**src/hw/rtl/kfh_pkg.sv**
```systemverilog
package kfh_pkg;

    localparam int NUM_BINS_DEF   = 40;
    localparam int MAX_DIGITS_DEF = 3;
    localparam int MID_DEPTH      = 4;
    localparam int OUT_DEPTH      = 4;

    localparam int KEY_LEN = 11;

    localparam logic [7:0] NEWLINE     = 8'd10;
    localparam logic [7:0] DELIM_RESET = 8'd44;
    localparam logic [7:0] DIGIT_ZERO  = 8'h30;
    localparam logic [7:0] DIGIT_NINE  = 8'h39;
    localparam logic [31:0] COUNT_MAX  = 32'hFFFF_FFFF;

    // "category": including both quotes and the colon
    localparam logic [7:0] KEY_PATTERN [KEY_LEN] = '{
        8'h22, 8'h63, 8'h61, 8'h74, 8'h65, 8'h67, 8'h6F, 8'h72, 8'h79, 8'h22, 8'h3A
    };

    // prefix table of the key: where a partial match falls back to
    localparam logic [3:0] KEY_FALLBACK [KEY_LEN] = '{
        4'd0, 4'd0, 4'd0, 4'd0, 4'd0, 4'd0, 4'd0, 4'd0, 4'd0, 4'd1, 4'd0
    };

    typedef struct packed {
        logic [7:0] text_byte;
        logic       final_byte;
    } item_t;

    typedef struct packed {
        logic [9:0]  line_value;
        logic        key_found;
        logic        was_counted;
        logic [31:0] bin_count;
        logic [31:0] lines_seen;
    } result_t;

    // one closed line, handed from the parser to the bin updater
    typedef struct packed {
        logic [9:0] value;
        logic       found;
        logic       countable;
    } line_rec_t;

    // Advance the streaming key matcher by one byte. The fallback table of
    // this key never chains more than twice, so three steps cover it.
    function automatic logic [3:0] key_advance(input logic [3:0] pos, input logic [7:0] b);
        logic [3:0] p;
        p = pos;
        for (int i = 0; i < 3; i++) begin
            if (p != 4'd0 && KEY_PATTERN[p] != b) begin
                p = KEY_FALLBACK[p - 4'd1];
            end
        end
        if (KEY_PATTERN[p] == b) begin
            p = p + 4'd1;
        end
        return p;
    endfunction

endpackage

```
**src/hw/rtl/kfh_ram.sv**
```systemverilog
module kfh_ram #(
    parameter int WIDTH = 32,
    parameter int DEPTH = 40
) (
    input  logic                                  clk,
    input  logic                                  we,
    input  logic [(DEPTH > 1 ? $clog2(DEPTH) : 1)-1:0] waddr,
    input  logic [WIDTH-1:0]                      wdata,
    input  logic                                  re,
    input  logic [(DEPTH > 1 ? $clog2(DEPTH) : 1)-1:0] raddr,
    output logic [WIDTH-1:0]                      rdata
);

    logic [WIDTH-1:0] mem [DEPTH];
    logic [WIDTH-1:0] rdata_reg;

    always_ff @(posedge clk)
    begin
        if (we)
        begin
            mem[waddr] <= wdata;
        end
        if (re)
        begin
            rdata_reg <= mem[raddr];
        end
    end

    assign rdata = rdata_reg;

endmodule

```
**src/hw/rtl/kfh_fifo.sv**
```systemverilog
module kfh_fifo #(
    parameter int WIDTH = 12,
    parameter int DEPTH = 4
) (
    input  logic                           clk,
    input  logic                           rst_n,
    input  logic                           push,
    input  logic [WIDTH-1:0]               wdata,
    input  logic                           pop,
    output logic [WIDTH-1:0]               rdata,
    output logic                           full,
    output logic                           empty,
    output logic [$clog2(DEPTH+1)-1:0]     count
);

    localparam int PW = (DEPTH > 1) ? $clog2(DEPTH) : 1;
    localparam int CW = $clog2(DEPTH + 1);

    logic [WIDTH-1:0] slot_reg [DEPTH];
    logic [PW-1:0]    wr_ptr_reg, wr_ptr_next;
    logic [PW-1:0]    rd_ptr_reg, rd_ptr_next;
    logic [CW-1:0]    count_reg, count_next;

    function automatic logic [PW-1:0] wrap_inc(input logic [PW-1:0] p);
        return (p == PW'(DEPTH - 1)) ? '0 : p + PW'(1);
    endfunction

    always_comb
    begin
        wr_ptr_next = push ? wrap_inc(wr_ptr_reg) : wr_ptr_reg;
        rd_ptr_next = pop ? wrap_inc(rd_ptr_reg) : rd_ptr_reg;
        count_next  = count_reg + CW'(push) - CW'(pop);
    end

    always_ff @(posedge clk or negedge rst_n)
    begin
        if (!rst_n)
        begin
            wr_ptr_reg <= '0;
            rd_ptr_reg <= '0;
            count_reg  <= '0;
        end
        else
        begin
            wr_ptr_reg <= wr_ptr_next;
            rd_ptr_reg <= rd_ptr_next;
            count_reg  <= count_next;
        end
    end

    always_ff @(posedge clk)
    begin
        if (push)
        begin
            slot_reg[wr_ptr_reg] <= wdata;
        end
    end

    assign rdata = slot_reg[rd_ptr_reg];
    assign full  = (count_reg == CW'(DEPTH));
    assign empty = (count_reg == '0);
    assign count = count_reg;

endmodule

```
**src/hw/rtl/kfh_front.sv**
```systemverilog
module kfh_front #(
    parameter int NUM_BINS   = 40,
    parameter int MAX_DIGITS = 3
) (
    input  logic              clk,
    input  logic              rst_n,
    input  kfh_pkg::item_t    item,
    input  logic              take,
    input  logic              cfg_we,
    input  logic [7:0]        cfg_data,
    output kfh_pkg::line_rec_t rec,
    output logic              rec_push
);
    import kfh_pkg::*;

    typedef enum logic [1:0] {
        PH_SEARCH,
        PH_DIGITS,
        PH_DONE
    } phase_t;

    phase_t     phase_reg, phase_next, t_phase;
    logic [3:0] pos_reg, pos_next, t_pos, adv_pos;
    logic [9:0] acc_reg, acc_next, t_acc;
    logic [1:0] dig_reg, dig_next, t_dig;
    logic       bad_reg, bad_next, t_bad;
    logic [7:0] delim_reg;
    logic [7:0] b;
    logic       nl;
    logic       close;

    always_comb
    begin
        b       = item.text_byte;
        nl      = (b == NEWLINE);
        close   = take && (nl || item.final_byte);
        adv_pos = key_advance(pos_reg, b);

        t_phase = phase_reg;
        t_pos   = pos_reg;
        t_acc   = acc_reg;
        t_dig   = dig_reg;
        t_bad   = bad_reg;

        // a newline is never parsed as text
        if (!nl)
        begin
            case (phase_reg)
                PH_SEARCH:
                begin
                    if (adv_pos == 4'(KEY_LEN))
                    begin
                        t_pos   = '0;
                        t_phase = PH_DIGITS;
                    end
                    else
                    begin
                        t_pos = adv_pos;
                    end
                end
                PH_DIGITS:
                begin
                    if (b == delim_reg)
                    begin
                        t_phase = PH_DONE;
                    end
                    else if (b inside {[DIGIT_ZERO:DIGIT_NINE]} && dig_reg < 2'(MAX_DIGITS))
                    begin
                        t_acc = acc_reg * 10'd10 + {6'd0, b[3:0]};
                        t_dig = dig_reg + 2'd1;
                    end
                    else
                    begin
                        t_bad = 1'b1;
                    end
                end
                default:
                begin
                end
            endcase
        end

        rec.found     = (t_phase == PH_DONE);
        rec.value     = rec.found ? t_acc : '0;
        rec.countable = rec.found && !t_bad && (t_dig != 2'd0)
                        && ({1'b0, rec.value} < 11'(NUM_BINS));
        rec_push      = close;

        if (close)
        begin
            phase_next = PH_SEARCH;
            pos_next   = '0;
            acc_next   = '0;
            dig_next   = '0;
            bad_next   = 1'b0;
        end
        else if (take)
        begin
            phase_next = t_phase;
            pos_next   = t_pos;
            acc_next   = t_acc;
            dig_next   = t_dig;
            bad_next   = t_bad;
        end
        else
        begin
            phase_next = phase_reg;
            pos_next   = pos_reg;
            acc_next   = acc_reg;
            dig_next   = dig_reg;
            bad_next   = bad_reg;
        end
    end

    always_ff @(posedge clk or negedge rst_n)
    begin
        if (!rst_n)
        begin
            phase_reg <= PH_SEARCH;
            pos_reg   <= '0;
            acc_reg   <= '0;
            dig_reg   <= '0;
            bad_reg   <= 1'b0;
            delim_reg <= DELIM_RESET;
        end
        else
        begin
            phase_reg <= phase_next;
            pos_reg   <= pos_next;
            acc_reg   <= acc_next;
            dig_reg   <= dig_next;
            bad_reg   <= bad_next;
            if (cfg_we)
            begin
                delim_reg <= cfg_data;
            end
        end
    end

    a_pos_in_key: assert property (@(posedge clk) disable iff (!rst_n)
        pos_reg < 4'(KEY_LEN))
        else $error("key match position ran past the key");

    a_clear_after_close: assert property (@(posedge clk) disable iff (!rst_n)
        rec_push |=> (pos_reg == '0 && phase_reg == PH_SEARCH && dig_reg == '0 && !bad_reg))
        else $error("line state not cleared after a closed line");

    a_digit_limit: assert property (@(posedge clk) disable iff (!rst_n)
        dig_reg <= 2'(MAX_DIGITS))
        else $error("more digits taken than allowed");

endmodule

```
**src/hw/rtl/kfh_back.sv**
```systemverilog
module kfh_back #(
    parameter int NUM_BINS = 40
) (
    input  logic               clk,
    input  logic               rst_n,
    input  kfh_pkg::line_rec_t rec,
    input  logic               rec_avail,
    output logic               rec_take,
    output logic               clearing,
    input  logic               pop,
    output kfh_pkg::result_t   result,
    output logic               empty
);
    import kfh_pkg::*;

    localparam int BIN_W = (NUM_BINS > 1) ? $clog2(NUM_BINS) : 1;
    localparam int OCW   = $clog2(OUT_DEPTH + 1);

    logic             clearing_reg, clearing_next;
    logic [BIN_W-1:0] clr_idx_reg, clr_idx_next;

    logic             issue;
    logic             s1_valid_reg;
    line_rec_t        s1_rec_reg;
    logic [BIN_W-1:0] s1_addr;

    logic             fwd_valid_reg;
    logic [BIN_W-1:0] fwd_addr_reg;
    logic [31:0]      fwd_data_reg;

    logic [31:0]      rd_data, old_count, new_count;
    logic             wr_upd, ram_we;
    logic [BIN_W-1:0] ram_waddr;
    logic [31:0]      ram_wdata;

    logic [31:0]      lines_reg, lines_next;

    result_t          out_data;
    logic             out_full;
    logic [OCW-1:0]   out_count;
    logic [$bits(result_t)-1:0] out_rdata;

    // issue only while the result queue has room for everything in flight
    assign issue    = rec_avail && !clearing_reg
                      && (({1'b0, out_count} + (OCW+1)'(s1_valid_reg)) < (OCW+1)'(OUT_DEPTH));
    assign rec_take = issue;
    assign s1_addr  = s1_rec_reg.value[BIN_W-1:0];

    always_comb
    begin
        old_count = (fwd_valid_reg && fwd_addr_reg == s1_addr) ? fwd_data_reg : rd_data;
        new_count = (old_count == COUNT_MAX) ? old_count : old_count + 32'd1;
        wr_upd    = s1_valid_reg && s1_rec_reg.countable;

        ram_we    = clearing_reg || wr_upd;
        ram_waddr = clearing_reg ? clr_idx_reg : s1_addr;
        ram_wdata = clearing_reg ? '0 : new_count;

        clearing_next = clearing_reg && (clr_idx_reg != BIN_W'(NUM_BINS - 1));
        clr_idx_next  = clearing_reg ? clr_idx_reg + BIN_W'(1) : clr_idx_reg;

        lines_next = lines_reg;
        if (s1_valid_reg && lines_reg != COUNT_MAX)
        begin
            lines_next = lines_reg + 32'd1;
        end

        out_data.line_value  = s1_rec_reg.value;
        out_data.key_found   = s1_rec_reg.found;
        out_data.was_counted = s1_rec_reg.countable;
        out_data.bin_count   = s1_rec_reg.countable ? new_count : '0;
        out_data.lines_seen  = lines_next;
    end

    kfh_ram #(
        .WIDTH (32),
        .DEPTH (NUM_BINS)
    ) u_bins (
        .clk   (clk),
        .we    (ram_we),
        .waddr (ram_waddr),
        .wdata (ram_wdata),
        .re    (issue && rec.countable),
        .raddr (rec.value[BIN_W-1:0]),
        .rdata (rd_data)
    );

    always_ff @(posedge clk or negedge rst_n)
    begin
        if (!rst_n)
        begin
            clearing_reg  <= 1'b1;
            clr_idx_reg   <= '0;
            s1_valid_reg  <= 1'b0;
            fwd_valid_reg <= 1'b0;
            lines_reg     <= '0;
        end
        else
        begin
            clearing_reg  <= clearing_next;
            clr_idx_reg   <= clr_idx_next;
            s1_valid_reg  <= issue;
            fwd_valid_reg <= wr_upd;
            lines_reg     <= lines_next;
        end
    end

    always_ff @(posedge clk)
    begin
        if (issue)
        begin
            s1_rec_reg <= rec;
        end
        if (wr_upd)
        begin
            fwd_addr_reg <= s1_addr;
            fwd_data_reg <= new_count;
        end
    end

    kfh_fifo #(
        .WIDTH ($bits(result_t)),
        .DEPTH (OUT_DEPTH)
    ) u_out_q (
        .clk   (clk),
        .rst_n (rst_n),
        .push  (s1_valid_reg),
        .wdata (out_data),
        .pop   (pop && !empty),
        .rdata (out_rdata),
        .full  (out_full),
        .empty (empty),
        .count (out_count)
    );

    assign result   = result_t'(out_rdata);
    assign clearing = clearing_reg;

    a_no_overflow: assert property (@(posedge clk) disable iff (!rst_n)
        !(s1_valid_reg && out_full && !(pop && !empty)))
        else $error("result queue written while full");

    a_no_issue_clear: assert property (@(posedge clk) disable iff (!rst_n)
        clearing_reg |-> !issue)
        else $error("line issued during bin clearing");

    a_counted_nonzero: assert property (@(posedge clk) disable iff (!rst_n)
        wr_upd |-> new_count != '0)
        else $error("counted line left its bin at zero");

endmodule

```
**src/hw/rtl/keyed_field_histogram_unit.sv**
```systemverilog
// Keyed field histogram: text enters one byte per request through push/full,
// at up to one byte every clock. Each line is scanned for the first
// "category": key, the decimal value after it is read up to the delimiter
// byte (configurable, comma after reset), and at a newline or a byte marked
// final one result leaves through the empty/pop queue: the value, whether the
// key and delimiter were seen, whether the value was counted, the bin's new
// saturating count and the saturating line total. The parser front end takes
// a byte every cycle while full is low; closed lines wait in a four-entry
// queue for the bin updater, which handles one line per cycle while the result
// queue has room, with a read-modify-write of the bin memory (registered read,
// write in the following cycle, last write forwarded). Results drain into a
// four-entry queue, so the input keeps flowing while a result waits to be
// popped; full rises only when that backlog reaches the line queue. After
// reset the bin memory is cleared bin by bin, during which full
// stays high; the delimiter may be written then or whenever the block is idle.
module keyed_field_histogram_unit #(
    parameter int NUM_BINS   = kfh_pkg::NUM_BINS_DEF,
    parameter int MAX_DIGITS = kfh_pkg::MAX_DIGITS_DEF
) (
    input  logic             clk,
    input  logic             rst_n,
    // text byte requests
    input  logic             push,
    input  kfh_pkg::item_t   item,
    output logic             full,
    // result requests
    output logic             empty,
    input  logic             pop,
    output kfh_pkg::result_t result,
    // delimiter register writes
    input  logic             cfg_valid,
    output logic             cfg_ready,
    input  logic [7:0]       cfg_data
);
    import kfh_pkg::*;

    line_rec_t front_rec, mid_rec;
    logic      front_push;
    logic      mid_full, mid_empty, mid_pop;
    logic      clearing;
    logic      take;
    logic [$clog2(MID_DEPTH+1)-1:0] mid_count;
    logic [$bits(line_rec_t)-1:0]   mid_rdata;

    // hold off new bytes while the bins clear or the line queue is full
    assign full      = mid_full || clearing;
    assign take      = push && !full;
    assign cfg_ready = 1'b1;

    kfh_front #(
        .NUM_BINS   (NUM_BINS),
        .MAX_DIGITS (MAX_DIGITS)
    ) u_front (
        .clk      (clk),
        .rst_n    (rst_n),
        .item     (item),
        .take     (take),
        .cfg_we   (cfg_valid && cfg_ready),
        .cfg_data (cfg_data),
        .rec      (front_rec),
        .rec_push (front_push)
    );

    // closed lines wait here so parser and bin updater stall independently
    kfh_fifo #(
        .WIDTH ($bits(line_rec_t)),
        .DEPTH (MID_DEPTH)
    ) u_line_q (
        .clk   (clk),
        .rst_n (rst_n),
        .push  (front_push),
        .wdata (front_rec),
        .pop   (mid_pop),
        .rdata (mid_rdata),
        .full  (mid_full),
        .empty (mid_empty),
        .count (mid_count)
    );

    assign mid_rec = line_rec_t'(mid_rdata);

    kfh_back #(
        .NUM_BINS (NUM_BINS)
    ) u_back (
        .clk       (clk),
        .rst_n     (rst_n),
        .rec       (mid_rec),
        .rec_avail (!mid_empty),
        .rec_take  (mid_pop),
        .clearing  (clearing),
        .pop       (pop),
        .result    (result),
        .empty     (empty)
    );

    a_queue_bound: assert property (@(posedge clk) disable iff (!rst_n)
        mid_count <= ($clog2(MID_DEPTH+1))'(MID_DEPTH))
        else $error("line queue count out of range");

    a_no_line_loss: assert property (@(posedge clk) disable iff (!rst_n)
        front_push |-> !mid_full)
        else $error("closed line pushed into a full line queue");

    a_quiet_while_clearing: assert property (@(posedge clk) disable iff (!rst_n)
        clearing |-> (mid_empty && empty))
        else $error("work pending during bin clearing");

endmodule

```
**config.mk**
```make
export PLATFORM = sky130hd
export DESIGN_NAME = keyed_field_histogram_unit
export DESIGN_NICKNAME = d
export VERILOG_FILES = /design/src/hw/rtl/kfh_pkg.sv /design/src/hw/rtl/kfh_ram.sv /design/src/hw/rtl/kfh_fifo.sv /design/src/hw/rtl/kfh_front.sv /design/src/hw/rtl/kfh_back.sv /design/src/hw/rtl/keyed_field_histogram_unit.sv
export SDC_FILE = /design/constraint.sdc
export NUM_CORES = 2
export LEC_CHECK = 0
export BUFFER_PORTS_ARGS = -buffer_cell sky130_fd_sc_hd__buf_4
export CAP_MARGIN = 20
export CORE_UTILIZATION = 60
export DETAILED_ROUTE_END_ITERATION = 8
export PLACE_DENSITY = 0.73
export SYNTH_ARGS = -nofsm -noshare
export SYNTH_HDL_FRONTEND = slang
export SYNTH_SLANG_ARGS = --single-unit
```
**constraint.sdc**
```tcl
create_clock -name clk -period 19.2 [get_ports clk]
set_clock_uncertainty 0.05 [all_clocks]
set_input_delay 2.88 -clock clk [delete_from_list [all_inputs] [get_ports clk]]
set_output_delay 2.88 -clock clk [all_outputs]
set_load 0.05 [all_outputs]
```
==> results.md <==
* Power density over cell area at 163 nW/um^2
* Final cycle utilization of the critical path at 65.8%
* Maximum count of clock buffers along a single path at 3
* Mapped Cells at 3570
* Clock-pin slew of the registers on the worst-case setup and hold paths at 0.06 ns
* Average wire per cell in the routed design at 29.0 um
* Starting density of the core at 60.8%
* WHS Path Cells at 0
* Final Non-Filler Cells at 5527
* Port bufs at 99
* Number of buffers inserted to repair setup after CTS at 0
* Depth of the worst register-to-register path at 40
* Clock tree from TritonCTS: built
* WP data arrival at 13.26 ns
* Number of antenna violations at the first check in global routing at 3
* Final standard cell utilization of the core at 68.5%
* Category of the worst setup path capture point: flop
* Hold Path Class: flop to flop
* Count of max-cap constraint violations at 0
* Routability congestion estimate at 0.818
* Count of warnings emitted by yosys at 0
* Area of the core at 119000 um^2
* Maximum single-stage delay on the critical path at 0.85 ns
* Via count of the first global-routing pass at 36.5k
* Number of flip-flops under the largest register name at 1280
* Final Max Slew Viols at 0
* Final setup fails at 0
* Worst hold slack at 0.434 ns
* Worst slew pin tran at 1.02 ns
* Finished Cell Area at 81200 um^2
* GR Overflow Total at 0
* Number of top-level pins at 101
* Number of violations reported at the end of detailed-routing iteration 0 at 3855
* Netlist area before placement at 72100 um^2
* Placed Area at 75500 um^2
* Kind of critical path: input pin to flop
* Register bit total from synthesis at 1796
* Slowest cell on crit path: sky130_fd_sc_hd__nor4_2
* Fraction of the yosys area taken by sequential cells at 74.3%
* Die extent in x at 349 um
* Share of synthesized flip-flops with an asynchronous set or reset at 4.57%
* Library cell used as clock root buffer: sky130_fd_sc_hd__clkbuf_16
* Proportion of layout cells with a drive suffix above 1 at 26.9%
* Number of nets still failing antenna checks after routing at 0
* Ys flop type: sky130_fd_sc_hd__edfxtp_1
* Number of buffers and inverters on the critical path at 5
* Syn Area/Cell at 20.2 um^2
* Routed wire length at 160000 um
* Die Y at 349 um
* Number of logic stages on the critical path including buffering at 40
* Clock latency on the worst-skew pair at 0.79 ns
* Kind of cell adding the most delay to the critical path: compound AO/OA/AOI/OAI gates
* Unrepaired setup endpoints after global routing: no
* Wire length of the first global-routing pass at 237000 um
* Count of different cell masters after synthesis at 91
* Number of clock buffers inserted by TritonCTS at 175
* Half-perimeter wire length after placement at 91500 um
* Final Net Count at 3867
* Synthesized netlist net count at 3653
* Via density per instance at 6.46
* Hold Violations, Final at 0
* H-tree depth at 4
* Number of rows in the core area at 126
* Layout area overhead at 12.7%
* Residual DRC at 0
* CP Data Required Time at 19.82 ns
* Maximum number of pins on one net before global-route repair at 124
* Number of synthesized flops with an enable pin at 1714
* Number of clock sinks at 1796
* Max-slew headroom at the worst pin at 31.9%
* Max Clk Rate at 79.2 MHz
* Highest fanout seen on the critical path at 15
* Status: finished clean
* Startpoint class of the critical path: input pin
* Via count at 35.7k
* Total leakage power at 26.3 nW
* Die outline area at 121000 um^2
* Worst vdd ir at 0.191 mV
* Aggregate global-route resource usage at 27.0%
* Minimum period implied by the final worst setup slack at 12.63 ns
* CTS resizes at 0
* Number of iterations in the first detailed-routing pass at 6
* CTS hold repair buffers at 0
* TNS Setup at 0 ns
* # placed instances at 5206
==> cells in the mapped netlist, types with 18 or more instances <==
master	count	area share [%]
sky130_fd_sc_hd__edfxtp_1	1714	71
sky130_fd_sc_hd__mux4_2	471	15
sky130_fd_sc_hd__nand2_1	180	0.94
sky130_fd_sc_hd__nor2_1	133	0.69
sky130_fd_sc_hd__clkbuf_1	113	0.59
sky130_fd_sc_hd__dfrtp_1	78	2.7
sky130_fd_sc_hd__nor2b_1	72	0.63
sky130_fd_sc_hd__xnor2_1	64	0.78
sky130_fd_sc_hd__ha_1	57	0.99
sky130_fd_sc_hd__inv_1	57	0.30
sky130_fd_sc_hd__nand3_1	49	0.34
sky130_fd_sc_hd__buf_1	48	0.25
sky130_fd_sc_hd__a31oi_1	44	0.38
sky130_fd_sc_hd__o21ai_0	43	0.30
sky130_fd_sc_hd__mux2i_1	42	0.58
sky130_fd_sc_hd__xor2_1	42	0.51
sky130_fd_sc_hd__and2_1	40	0.35
sky130_fd_sc_hd__a211oi_1	36	0.38
sky130_fd_sc_hd__a21oi_1	30	0.21
sky130_fd_sc_hd__nor3_1	26	0.18
sky130_fd_sc_hd__nand4_1	24	0.21
sky130_fd_sc_hd__mux2_2	18	0.28
sky130_fd_sc_hd__nand2b_1	18	0.16
==> metrics by stage <==
step                setup slack [ns]  total power [mW]
global route                    5.82              13.7
detailed placement              5.80              9.92
CTS                             6.63              13.3
floorplan                       8.34              8.50
finish                          6.57              13.2
global placement                5.87              9.73
==> layout make-up <==
type,count,area (um^2)
diodes,1,2.50
fillers,7287,37300
clock inverters,99,968
repair buffers,206,1690
well taps,1600,2000
flip-flops and latches,1796,53500
multi-input cells,1545,18100
inverters,60,230
clock buffers,220,4730
==> layer usage <==
metal	part of all wire (%)	vias to the layer above	global-route usage (%)
li1	-	15000	-
met1	41	18900	38.5
met2	49	1591	43.3
met3	7.9	243	4.66
met4	2.2	2	8.22
met5	0.0081	-	0
==> layout by cell type, fill, tap and decap left out, types with 36 or more instances in the layout <==
master / count
sky130_fd_sc_hd__ha_1: 57
sky130_fd_sc_hd__xor2_1: 42
sky130_fd_sc_hd__o21ai_0: 43
sky130_fd_sc_hd__and2_1: 36
sky130_fd_sc_hd__nand3_1: 49
sky130_fd_sc_hd__nand2_1: 180
sky130_fd_sc_hd__clkbuf_16: 181
sky130_fd_sc_hd__nor2_1: 86
sky130_fd_sc_hd__dfrtp_1: 76
sky130_fd_sc_hd__mux4_2: 468
sky130_fd_sc_hd__xnor2_1: 64
sky130_fd_sc_hd__nor2_4: 41
sky130_fd_sc_hd__mux2i_1: 42
sky130_fd_sc_hd__a31oi_1: 44
sky130_fd_sc_hd__nor2b_1: 47
sky130_fd_sc_hd__edfxtp_1: 1714
sky130_fd_sc_hd__a211oi_1: 36
sky130_fd_sc_hd__inv_1: 57
sky130_fd_sc_hd__buf_4: 196
==> kinds of logic after synthesis <==
family	Yosys count	synth area share, %
multiplexers	532	15.6
flip-flops	1796	74.3
AND/OR/NAND/NOR	610	4.28
XOR/XNOR	106	1.29
adder cells (fa/ha/maj)	61	1.10
AO/OA/AOI/OAI	235	2.23
buffers and inverters	229	1.22
other	1	0.00520
==> worst register-to-register path: cells and delay by family (launching register included) <==
| kind | cells | cell delay, ns |
|---|---|---|
| flip-flops | 1 | 0.78 |
| buffers and inverters | 4 | 0.85 |
| AO/OA/AOI/OAI | 17 | 3.80 |
| AND/OR/NAND/NOR | 12 | 3.85 |
| multiplexers | 3 | 0.92 |
| adder cells (fa/ha/maj) | 4 | 1.05 |
==> path summary, 6_finish.rpt <==
path	from	to	slack, ns
min in group asynchronous	rst_n	u_front.delim_reg[0]	1.89
worst max-delay path	item[1]	u_front.pos_reg[1]	6.57
worst min register to register	u_back.out_data[75]	u_back.u_out_q.slot_reg[3][75]	0.43
max in group asynchronous	rst_n	u_back.u_out_q.rd_ptr_reg[0]	16.35
worst max register to register	u_front.pos_reg[1]	u_front.pos_reg[1]	7.79
worst min-delay path	u_back.out_data[75]	u_back.u_out_q.slot_reg[3][75]	0.43
==> report_power, final <==
group	switching (mW)	internal [mW]	leakage [nW]	total, mW
Combinational	2.67	1.66	6.98	4.32
Sequential	0.198	5.30	16.5	5.50
Clock	1.43	1.97	2.79	3.40
Total	4.30	8.93	26.3	13.2
Power figures use the tool's default switching activity.
